File: src/rtl/tst_pkg.sv
// tab stop table package: command codes, payload structs, scan unit types
// no dependencies; imported by tab_stop_table and tst_find
`timescale 1ns / 1ps

package tst_pkg;

	// command codes
	localparam logic [2:0] CMD_SET       = 3'd0;
	localparam logic [2:0] CMD_CLEAR     = 3'd1;
	localparam logic [2:0] CMD_DEFAULT   = 3'd2;
	localparam logic [2:0] CMD_CLEAR_ALL = 3'd3;
	localparam logic [2:0] CMD_FORWARD   = 3'd4;
	localparam logic [2:0] CMD_BACK      = 3'd5;

	// bitmap is stored as 32-bit words
	localparam int WORD_W = 32;
	localparam int IDX_W  = 5;
	// word index of an 8-bit column
	localparam int CWI_W  = 3;
	// stop at every eighth column inside one word
	localparam logic [WORD_W-1:0] DEFAULT_WORD = 32'h0101_0101;

	typedef struct packed {
		logic [2:0] cmd;
		logic [7:0] column;
		logic [7:0] line_max_col;
	} in_item_t;

	typedef struct packed {
		logic [7:0] new_column;
		logic       moved;
	} out_item_t;

	// request to the shared word scan unit
	typedef struct packed {
		logic [WORD_W-1:0] word;
		logic [IDX_W-1:0]  lo;
		logic [IDX_W-1:0]  hi;
		logic              backward;
	} find_req_t;

	typedef struct packed {
		logic             found;
		logic [IDX_W-1:0] idx;
	} find_rsp_t;

endpackage

File: src/rtl/tab_stop_table.sv
// tab stop table top level: command sequencer, word valid bits, bitmap ram
// depends on tst_pkg, tst_ram, tst_find
`timescale 1ns / 1ps
//
// Usage:
//   in channel  (in_valid/in_ready/in_data): one command per transaction.
//     set, clear, reset-to-default and clear-all give no result; forward and
//     back tab give one out transaction with the new column and moved flag.
//   out channel (out_valid/out_ready/out_data): registered result.
// Sequencing:
//   default and clear-all finish in the idle state (word valid bits
//   cleared, fill pattern chosen). set and clear are a read-modify-write
//   of one bitmap word (ram read state, then write state). a tab scans
//   32-bit words through one shared scan unit, each word in a ram read
//   state and then an evaluate state, from the cursor word to the line
//   limit word or to word 0. tabs with nothing to scan go straight to the
//   done state. in_ready is high only while the sequencer is idle.
// Reset:
//   all word valid bits clear with the fill pattern at a stop every eighth
//   column, so the map reads as the default at once; no clearing pass.
// Stall:
//   a finished tab result waits in the sequencer until the output register
//   is free; no new command is taken while a result is held.

module tab_stop_table
	import tst_pkg::*;
#(
	parameter int NUM_COLUMNS = 256
) (
	input  logic      clk,
	input  logic      arst_n,
	input  logic      in_valid,
	output logic      in_ready,
	input  in_item_t  in_data,
	output logic      out_valid,
	input  logic      out_ready,
	output out_item_t out_data
);

	localparam int DEPTH = (NUM_COLUMNS + WORD_W - 1) / WORD_W;
	localparam int AW    = (DEPTH > 1) ? $clog2(DEPTH) : 1;
	localparam logic [7:0] MAX_COL = (NUM_COLUMNS - 1 > 255) ? 8'd255 : 8'(NUM_COLUMNS - 1);

	localparam logic [2:0] ST_IDLE    = 3'd0;
	localparam logic [2:0] ST_RMW_RD  = 3'd1;
	localparam logic [2:0] ST_RMW_WR  = 3'd2;
	localparam logic [2:0] ST_SCAN_RD = 3'd3;
	localparam logic [2:0] ST_SCAN_EV = 3'd4;
	localparam logic [2:0] ST_DONE    = 3'd5;

	logic [2:0]       state_q;
	logic [DEPTH-1:0] valid_q;
	logic             fill_q;
	logic             set_q;
	logic             back_q;
	logic             first_q;
	logic [CWI_W-1:0] w_q;
	logic [CWI_W-1:0] last_w_q;
	logic [7:0]       start_q;
	logic [7:0]       lim_q;
	logic [IDX_W-1:0] bit_q;
	out_item_t        res_q;
	logic             out_valid_q;
	out_item_t        out_q;

	logic [7:0]        col_sat;
	logic [7:0]        lim_sat;
	logic [7:0]        fwd_start;
	logic [7:0]        back_start;
	logic              accept;
	logic [AW-1:0]     w_addr;
	logic [WORD_W-1:0] fill_word;
	logic [WORD_W-1:0] ram_rdata;
	logic [WORD_W-1:0] eff_word;
	logic [WORD_W-1:0] wr_word;
	logic              ram_we;
	logic              ram_re;
	find_req_t         freq;
	find_rsp_t         frsp;

	assign in_ready  = (state_q == ST_IDLE);
	assign accept    = in_valid && in_ready;
	assign out_valid = out_valid_q;
	assign out_data  = out_q;

	// saturate columns to the table
	assign col_sat    = (in_data.column > MAX_COL) ? MAX_COL : in_data.column;
	assign lim_sat    = (in_data.line_max_col > MAX_COL) ? MAX_COL : in_data.line_max_col;
	assign fwd_start  = col_sat + 8'd1;
	assign back_start = col_sat - 8'd1;

	// invalid words read as the fill pattern
	assign w_addr    = AW'(w_q);
	assign fill_word = fill_q ? DEFAULT_WORD : '0;
	assign eff_word  = valid_q[w_addr] ? ram_rdata : fill_word;

	// read-modify-write data for set and clear
	always_comb begin
		wr_word        = eff_word;
		wr_word[bit_q] = set_q;
	end

	assign ram_we = (state_q == ST_RMW_WR);
	assign ram_re = (state_q == ST_RMW_RD) || (state_q == ST_SCAN_RD);

	// scan window for the current word
	always_comb begin
		freq.word     = eff_word;
		freq.backward = back_q;
		if (back_q) begin
			freq.lo = '0;
			freq.hi = first_q ? start_q[IDX_W-1:0] : IDX_W'(WORD_W - 1);
		end else begin
			freq.lo = first_q ? start_q[IDX_W-1:0] : '0;
			freq.hi = (w_q == last_w_q) ? lim_q[IDX_W-1:0] : IDX_W'(WORD_W - 1);
		end
	end

	tst_find u_find (
		.req(freq),
		.rsp(frsp)
	);

	tst_ram #(
		.WIDTH(WORD_W),
		.DEPTH(DEPTH)
	) u_ram (
		.clk  (clk),
		.we   (ram_we),
		.waddr(w_addr),
		.wdata(wr_word),
		.re   (ram_re),
		.raddr(w_addr),
		.rdata(ram_rdata)
	);

	// sequencer
	always_ff @(posedge clk or negedge arst_n) begin
		if (!arst_n) begin
			state_q     <= ST_IDLE;
			valid_q     <= '0;
			fill_q      <= 1'b1;
			out_valid_q <= 1'b0;
		end else begin
			if (out_valid_q && out_ready && (state_q != ST_DONE)) begin
				out_valid_q <= 1'b0;
			end
			unique case (state_q)
				ST_IDLE: begin
					if (accept) begin
						lim_q <= lim_sat;
						bit_q <= col_sat[IDX_W-1:0];
						unique case (in_data.cmd)
							CMD_SET, CMD_CLEAR: begin
								set_q   <= (in_data.cmd == CMD_SET);
								w_q     <= col_sat[7:IDX_W];
								state_q <= ST_RMW_RD;
							end
							CMD_DEFAULT, CMD_CLEAR_ALL: begin
								valid_q <= '0;
								fill_q  <= (in_data.cmd == CMD_DEFAULT);
							end
							CMD_FORWARD: begin
								back_q  <= 1'b0;
								first_q <= 1'b1;
								if (col_sat >= lim_sat) begin
									res_q   <= '{new_column: lim_sat, moved: 1'b0};
									state_q <= ST_DONE;
								end else begin
									start_q  <= fwd_start;
									w_q      <= fwd_start[7:IDX_W];
									last_w_q <= lim_sat[7:IDX_W];
									state_q  <= ST_SCAN_RD;
								end
							end
							CMD_BACK: begin
								back_q  <= 1'b1;
								first_q <= 1'b1;
								if (col_sat == 8'd0) begin
									res_q   <= '{new_column: 8'd0, moved: 1'b0};
									state_q <= ST_DONE;
								end else begin
									start_q <= back_start;
									w_q     <= back_start[7:IDX_W];
									state_q <= ST_SCAN_RD;
								end
							end
							default: begin
							end
						endcase
					end
				end
				ST_RMW_RD: begin
					state_q <= ST_RMW_WR;
				end
				ST_RMW_WR: begin
					valid_q[w_addr] <= 1'b1;
					state_q         <= ST_IDLE;
				end
				ST_SCAN_RD: begin
					state_q <= ST_SCAN_EV;
				end
				ST_SCAN_EV: begin
					first_q <= 1'b0;
					priority if (frsp.found) begin
						res_q   <= '{new_column: {w_q, frsp.idx}, moved: 1'b1};
						state_q <= ST_DONE;
					end else if (!back_q && (w_q == last_w_q)) begin
						res_q   <= '{new_column: lim_q, moved: 1'b1};
						state_q <= ST_DONE;
					end else if (back_q && (w_q == '0)) begin
						res_q   <= '{new_column: 8'd0, moved: 1'b1};
						state_q <= ST_DONE;
					end else begin
						w_q     <= back_q ? w_q - CWI_W'(1) : w_q + CWI_W'(1);
						state_q <= ST_SCAN_RD;
					end
				end
				ST_DONE: begin
					if (!out_valid_q || out_ready) begin
						out_valid_q <= 1'b1;
						out_q       <= res_q;
						state_q     <= ST_IDLE;
					end
				end
				default: begin
					state_q <= ST_IDLE;
				end
			endcase
		end
	end

	// a tab command always leaves idle
	a_tab_busy: assert property (@(posedge clk) disable iff (!arst_n)
		accept && (in_data.cmd == CMD_FORWARD || in_data.cmd == CMD_BACK)
		|=> state_q != ST_IDLE)
		else $error("tab command did not start the sequencer");

	// forward scan never runs past the line limit word
	a_fwd_bound: assert property (@(posedge clk) disable iff (!arst_n)
		(state_q == ST_SCAN_EV) && !back_q |-> w_q <= last_w_q)
		else $error("forward scan passed the limit word");

	// ram write only after its read
	a_rmw_order: assert property (@(posedge clk) disable iff (!arst_n)
		ram_we |-> $past(state_q) == ST_RMW_RD)
		else $error("bitmap write without preceding read");

	// clear-all leaves an empty map
	a_clear_all: assert property (@(posedge clk) disable iff (!arst_n)
		accept && (in_data.cmd == CMD_CLEAR_ALL) |=> (valid_q == '0) && !fill_q)
		else $error("clear-all did not empty the map");

	// a new result is loaded only into a free output register
	a_out_load: assert property (@(posedge clk) disable iff (!arst_n)
		(state_q == ST_DONE) && out_valid_q && !out_ready |=> state_q == ST_DONE)
		else $error("result dropped while output stalled");

endmodule

File: src/rtl/tst_ram.sv
// generic single-write, single-read ram with registered read data
// depends on nothing
`timescale 1ns / 1ps

module tst_ram #(
	parameter int WIDTH = 32,
	parameter int DEPTH = 8,
	localparam int AW = (DEPTH > 1) ? $clog2(DEPTH) : 1
) (
	input  logic             clk,
	input  logic             we,
	input  logic [AW-1:0]    waddr,
	input  logic [WIDTH-1:0] wdata,
	input  logic             re,
	input  logic [AW-1:0]    raddr,
	output logic [WIDTH-1:0] rdata
);

	logic [WIDTH-1:0] mem_q [DEPTH];

	// write port
	always_ff @(posedge clk) begin
		if (we) begin
			mem_q[waddr] <= wdata;
		end
	end

	// registered read port
	always_ff @(posedge clk) begin
		if (re) begin
			rdata <= mem_q[raddr];
		end
	end

endmodule

File: src/rtl/tst_find.sv
// shared word scan unit: lowest or highest set bit within a bit window
// depends on tst_pkg
`timescale 1ns / 1ps

module tst_find
	import tst_pkg::*;
(
	input  find_req_t req,
	output find_rsp_t rsp
);

	logic [WORD_W-1:0] masked;

	// keep only bits inside [lo, hi]
	always_comb begin
		for (int i = 0; i < WORD_W; i++) begin
			masked[i] = req.word[i] && (IDX_W'(i) >= req.lo) && (IDX_W'(i) <= req.hi);
		end
	end

	// priority pick: last assignment wins
	always_comb begin
		rsp.found = |masked;
		rsp.idx   = '0;
		if (req.backward) begin
			for (int i = 0; i < WORD_W; i++) begin
				if (masked[i]) rsp.idx = IDX_W'(i);
			end
		end else begin
			for (int i = WORD_W - 1; i >= 0; i--) begin
				if (masked[i]) rsp.idx = IDX_W'(i);
			end
		end
	end

endmodule
File: config.mk
export PLATFORM = sky130hd
export DESIGN_NAME = tab_stop_table
export DESIGN_NICKNAME = d
export VERILOG_FILES = /design/src/rtl/tst_pkg.sv /design/src/rtl/tab_stop_table.sv /design/src/rtl/tst_ram.sv /design/src/rtl/tst_find.sv
export SDC_FILE = /design/constraint.sdc
export NUM_CORES = 1
export LEC_CHECK = 0
export BUFFER_PORTS_ARGS = -buffer_cell sky130_fd_sc_hd__buf_2
export CORE_ASPECT_RATIO = 0.5
export CORE_MARGIN = 3
export CORE_UTILIZATION = 56
export CTS_BUF_LIST = sky130_fd_sc_hd__clkbuf_8
export CTS_CLUSTER_SIZE = 14
export DETAILED_ROUTE_END_ITERATION = 6
export PLACE_DENSITY = 0.72
export SYNTH_ARGS = -nofsm -noshare
export SYNTH_HDL_FRONTEND = slang
export SYNTH_SLANG_ARGS = --single-unit
File: constraint.sdc
create_clock -name clk -period 3.8 [get_ports clk]
set_input_delay 0.19 -clock clk [delete_from_list [all_inputs] [get_ports clk]]
set_output_delay 0.19 -clock clk [all_outputs]
set_load 0.05 [all_outputs]
* Word level (Yosys, flattened, before mapping) *
Memories as Yosys holds them, arrays and structs flattened. A register that Yosys moved wholly into a read port is not among the register bits.
Cells that the tools add are included.

storage, ports and cells
  flip-flop bits (word level) = 58
  latch bits = 0
  RAM bits = 256
  ROM bits = 0
  input bits = 23
  word-level logic and storage cells = 340
  memories = 1

memory list
  name         words  width  rd ports  clocked after memory_dff  wr ports  line           RTL
  u_ram.mem_q  8      32     1         1                         1         tst_ram.sv:19  logic [WIDTH-1:0] mem_q [DEPTH];

operators by class
  add/sub/neg operators = 4
  multipliers = 0
  divide/modulo/power cells = 0
  $lt $le $gt $ge = 71
  equality and inequality tests = 28
  shift-type cells = 0
  muxes and demuxes = 120
  bitwise operators = 2
  reduce and logical (&&, ||, !) cells = 98

operators with widths
  kind                number
  $mux 5              54
  $ge 5x5->1 const A  16
  $le 5x5->1 const A  16
  $logic_and 1x1->1   71
  $mux 3              18
  $mux 9              6
  $ge 4x5->1 const A  8
  $le 4x5->1 const A  8
  $pmux 9 s2          2
  $bwmux 32           1
  $mux 32             1
  $mux 4              8
  $mux 8              4
  $reduce_or 32->1    1
  $mux 25             1
  $ge 3x5->1 const A  4
  $le 3x5->1 const A  4
  $pmux 3 s3          2
  $gt 8x8->1 const B  2
  $pmux 8 s2          1
  $ne 3x3->1 const B  5
  $pmux 3 s5          1
  $reduce_and 3->1    5
  $ne 2x2->1 const B  7
  other kinds (43)    77

* Depth between registers and ports, before layout *
  word-level depth = 41
  mapped depth = 15
  mapped depth without buffers = 12

* Modules after synthesis *
From an unflattened synthesis, not the netlist that was laid out.

unflattened totals
  cells, all modules = 1042
  area, all modules = 16260.6 µm²

by module, submodules not included
  module          instances  cells an instance  area an instance (µm²)  sequential area each (µm²)
  tst_ram         1          415                10786.6                 8648.3
  tab_stop_table  1          400                4007.6                  1677.9
  tst_find        1          227                1466.4                  0.0

* Least setup slack after synthesis *
Ideal clock, no wire load.

  path kind = register to register
  start = register back_q
  end = register res_q[0] (netlist bit), enable pin
  setup time = 0.337 ns
  arrival = 3.054 ns
  required time = 3.463 ns
  slack = 0.409 ns
  stages on the path, launching flop included = 14
  buffers on the path = 3
  period minus slack after synthesis = 3.391 ns
  cells stage by stage = edfxtp_1 and2_1 buf_2 buf_2 o21ai_1 o211ai_1 a2111oi_0 a21oi_1 and2_1 nand4b_4 buf_6 a211oi_4 a21oi_1 and2_1

on the way
  cells in the longest elaborated chain, start to end = 7
  elaborated cells between the ends (all ways) = 135
  classes of those cells = 64 x order compare; 1 x eq/ne; 1 x mux; 69 x reduce/logical

ends and longest elaborated chain
  element                                line                   RTL
  start, declared                        tab_stop_table.sv:55   logic back_q;
  start signal, assigned                 tab_stop_table.sv:164  back_q <= 1'b0;
  start signal, assigned                 tab_stop_table.sv:177  back_q <= 1'b1;
  $mux 10                                tab_stop_table.sv:110  if (back_q) begin
  $ge 1x5->1 (tied with other cells)     tst_find.sv:17         masked[i] = req.word[i] && (IDX_W'(i) >= req.lo) && (IDX_W'(i) <= req.hi);
  $logic_and 1x1->1 (2 in a row)         tst_find.sv:17
  $reduce_or 32->1                       tst_find.sv:23         rsp.found = |masked;
  $ne 4x4->1 (no source line) (*)        n/a
  $reduce_and 7->1 (no source line) (*)  n/a
  end signal, assigned                   tab_stop_table.sv:206  res_q <= '{new_column: {w_q, frsp.idx}, moved: 1'b1};
  end signal, assigned                   tab_stop_table.sv:209  res_q <= '{new_column: lim_q, moved: 1'b1};
  end signal, assigned                   tab_stop_table.sv:212  res_q <= '{new_column: 8'd0, moved: 1'b1};
  end, declared                          tab_stop_table.sv:62   out_item_t res_q;

Mark *: on every way between the ends. The rest lies on a longest branch, timed or not.
A chain may end at the register's enable or synchronous reset.

* Worst setup path after layout *
  start = register start_q[1]
  end = register w_q[1], in the netlist w_addr[1], enable pin

on the way
  cells in the longest elaborated chain, start to end = 8
  elaborated cells between the ends (all ways) = 134
  classes of those cells = 64 x order compare; 1 x eq/ne; 3 x mux; 66 x reduce/logical

ends and longest elaborated chain
  element                                line                   RTL
  start, declared                        tab_stop_table.sv:59   logic [7:0] start_q;
  start signal, assigned                 tab_stop_table.sv:170  start_q <= fwd_start;
  start signal, assigned                 tab_stop_table.sv:183  start_q <= back_start;
  $mux 5                                 tab_stop_table.sv:114  freq.lo = first_q ? start_q[IDX_W-1:0] : '0;
  $mux 10 (*)                            tab_stop_table.sv:110
  $ge 1x5->1 (tied with other cells)     tst_find.sv:17
  $logic_and 1x1->1 (2 in a row)         tst_find.sv:17
  $reduce_or 32->1 (*)                   tst_find.sv:23
  $ne 2x2->1 (no source line) (*)        n/a
  $reduce_and 9->1 (no source line) (*)  n/a
  end signal, assigned                   tab_stop_table.sv:171  w_q <= fwd_start[7:IDX_W];
  end signal, assigned                   tab_stop_table.sv:184  w_q <= back_start[7:IDX_W];
  end signal, assigned                   tab_stop_table.sv:215  w_q <= back_q ? w_q - CWI_W'(1) : w_q + CWI_W'(1);
  end, declared                          tab_stop_table.sv:57   logic [CWI_W-1:0] w_q;

Marked as above.

==> results.sh <==
export IMPL_worstSkewPairLatency_ps=600
export IMPL_tns_ps=0
export IMPL_p_int_mw=7.37
export IMPL_start_util=0.579
export IMPL_r2r_slack_ps=140
export IMPL_area_delta_synth_final_pct=15.7
export IMPL_ir_drop_v=0.000551
export IMPL_syn_num_nets=1224
export IMPL_setup_slack_ps=137
export IMPL_cp_start_kind="register"
export IMPL_path_max_fanout=5
export IMPL_via_per_inst=6.72
export IMPL_worstPathRequired_ps=4070
export IMPL_leakagePower_nw=6.30
export IMPL_clock_sinks=346
export IMPL_synth_edf_count=333
export IMPL_period_share=0.964
export IMPL_yosysSeqAreaShare=0.662
export IMPL_max_freq_mhz=273
export IMPL_first_global_vias=11000
export IMPL_die_h_um=124
export IMPL_fin_skew_ps=25.6
export IMPL_numPortBuffers=33
export IMPL_drive_gt1_frac=0.194
export IMPL_cp_arrival_ps=3940
export IMPL_coreArea_um2=26900
export IMPL_dieArea_um2=30000
export IMPL_h_tree_depth=2
export IMPL_max_cap_violations=0
export IMPL_nets=1377
export IMPL_cts_tree="yes"
export IMPL_whs_ps=67.8
export IMPL_detail_route_antenna_nets=0
export IMPL_finalSetupViolCount=0
export IMPL_period_needed_ps=3660
export IMPL_drt_pass1_iterations=6
export IMPL_final_max_slew_viol_count=0
export IMPL_rows=42
export IMPL_syn_mean_instance_area_um2=13.1
export IMPL_syn_cell_area_um2=15600
export IMPL_clockBufferDepth=3
export IMPL_place_hpwl_mm=31.4
export IMPL_ys_warn_count=0
export IMPL_crit_path_end_kind="register"
export IMPL_drtIter0Drc=1663
export IMPL_final_common_cell="edfxtp_1"
export IMPL_grt_max_degree=35
export IMPL_layout_common_cells="333 x edfxtp_1, 134 x a22oi_1, 126 x buf_4, 78 x nand2_1, 73 x o21ai_0"
export IMPL_wire_per_inst_um=27.4
export IMPL_swShare=0.343
export IMPL_clkPwrFrac=0.237
export IMPL_rsz0062_at_grt="false"
export IMPL_async_reset_ff_frac=0.0376
export IMPL_drt_wl_total_mm=48.0
export IMPL_drc_errors=0
export IMPL_cts_buffers=46
export IMPL_yosys_cell_types_count=84
export IMPL_grt_pass1_wl_mm=70.1
export IMPL_worstMarginPinSlew_ps=1090
export IMPL_synth_top_flop_cell="edfxtp_1"
export IMPL_combPwrFrac=0.297
export IMPL_grt_overflow_total=0
export IMPL_post_place_ws_ps=-29.0
export IMPL_path_clk_slew_ps=80
export IMPL_slew_headroom=0.270
export IMPL_pin_count=34
export IMPL_hp_class="input pin to asynchronous set/reset pin"
export IMPL_dieWidth_um=242
export IMPL_powerDensity_nw_per_um2=622
export IMPL_antenna_found_initial=4
export IMPL_gp_congestion=0.976
export IMPL_vias=11800
export IMPL_finalHoldViolations=0
export IMPL_path_class="register to register"
export IMPL_power_frac_seq=0.466
export IMPL_cts_root_buf="clkbuf_8"
export IMPL_status="completed"
export IMPL_fill_cells=1991
export IMPL_track_usage=0.320
export IMPL_syn_inst=1189
export IMPL_synth_seq_cells=346
export IMPL_switching_power_mw=3.85
==> Yosys cell counts, drive strengths merged (3+ instances only) <==
master,n,share of area
and3b,4,0.0022
o221ai,6,0.0034
nor2,65,0.016
or3,5,0.0020
o211ai,11,0.0053
nor3,21,0.0071
o21a,9,0.0043
o22ai,5,0.0020
nand2,79,0.019
o21ai,75,0.024
a32oi,3,0.0017
nor2b,4,0.0016
dfrtp,12,0.019
o31a,3,0.0017
a31oi,5,0.0020
xnor2,10,0.0085
a22o,3,0.0017
or2,5,0.0020
and3,9,0.0036
nand3,21,0.0067
edfxtp,333,0.64
ha,11,0.0088
mux2i,9,0.0058
nand3b,6,0.0029
o31ai,5,0.0024
a22oi,134,0.065
a211oi,10,0.0056
a221oi,5,0.0032
nor4,9,0.0046
nand2b,10,0.0040
and2,22,0.0090
a2111oi,7,0.0056
nand4,37,0.016
a21o,8,0.0039
o32ai,24,0.013
buf,18,0.0066
o2111ai,5,0.0028
inv,24,0.0058
mux2,3,0.0022
a41oi,3,0.0017
clkbuf,60,0.014
a21boi,3,0.0014
a21oi,56,0.018
==> metrics by stage <==
step / cell area, um^2 / util / power, mW / instances
after CTS: 18000 / 0.668 / 11.1 / 1744
after global placement: 16900 / 0.629 / 8.41 / 1645
after global routing: 18000 / 0.670 / 11.6 / 1749
after detailed placement: 16900 / 0.629 / 8.47 / 1645
after floorplan: 15600 / - / 7.02 / 1189
final: 18000 / 0.671 / 11.2 / 1751
==> sequential cells by signal (all words and copies together) (netlist names) <==
signal	flops
res_q	9
start_q	5
out_data	9
out_valid	1
fill_q	1
state_q	3
first_q	1
last_w_q	3
w_addr	3
bit_q	5
set_q	1
lim_q	8
back_q	1
valid_q	8
u_ram.rdata	32
u_ram.mem_q	256
==> critical path, cell delays in order, from the launching register on <==
cell       delay (ps)
edfxtp_1          500
a22o_1            270
o211ai_1          360
buf_4             200
a21boi_0          270
a2111oi_0         160
buf_4             190
a2111oi_4         350
nand4_1           200
nand4b_4          240
a211oi_4          230
o211ai_1          120
nor2_1            260
==> power by group through the flow <==
stage / sequential, mW / clock (mW) / combinational, mW
2_1_floorplan: 5.12 / 0 / 1.91
3_3_place_gp: 5.26 / 0 / 3.15
3_5_place_dp: 5.28 / 0 / 3.19
4_1_cts: 5.20 / 2.67 / 3.22
5_1_grt: 5.24 / 2.83 / 3.55
6_report: 5.22 / 2.66 / 3.33
==> cell type report <==
class | count | area [um^2] | share of cell area
Sequential cell | 346 | 10300 | 0.572
Clock inverter | 31 | 168 | 0.00929
Timing Repair Buffer | 183 | 1390 | 0.0772
Clock buffer | 49 | 674 | 0.0374
Antenna cell | 3 | 7.51 | 0.000416
Multi-Input combinational cell | 741 | 4910 | 0.272
Tap cell | 374 | 468 | 0.0259
Inverter | 24 | 90.1 | 0.00499
==> cells by family (layout without fill, tap and decap cells) <==
group | Yosys count | after routing | share of synthesized area
compound gates | 399 | 399 | 0.180
mux | 12 | 12 | 0.00795
buf+inv | 102 | 287 | 0.0268
other cells | 0 | 3 | 0
simple gates | 306 | 306 | 0.103
fa+ha+maj | 12 | 12 | 0.0101
xor+xnor | 12 | 12 | 0.00963
flops | 346 | 346 | 0.662
==> timing repair <==
item | 4_1_cts | 5_1_grt
setup buffers | 0 | 4
endpoints found under the hold margin | 39 | 0
gates resized for setup | 1 | 10
hold buffers | 19 | 0
endpoints found under the setup margin | 9 | 18
pin swaps | 0 | 2
==> per-layer routing <==
layer | track usage | up-vias | share of wire
met4 | 0.0948 | 2 | 0.027
met2 | 0.466 | 812 | 0.42
met1 | 0.468 | 5749 | 0.42
met5 | 0 | - | 0.00027
li1 | - | 5084 | -
met3 | 0.0953 | 117 | 0.13
==> final timing paths <==
path | start | endpoint | cells after the start
min in group clk | in_valid | valid_q[5] | 4
worst min register to register | res_q[2] | out_data[2] | 0
worst max register to register | start_q[1] | w_addr[1] | 12
worst min-delay path | arst_n | state_q[0] | 2
worst max-delay path | start_q[1] | w_addr[1] | 12
max in group asynchronous | arst_n | fill_q | 2
(Power assumes the default switching activity.)
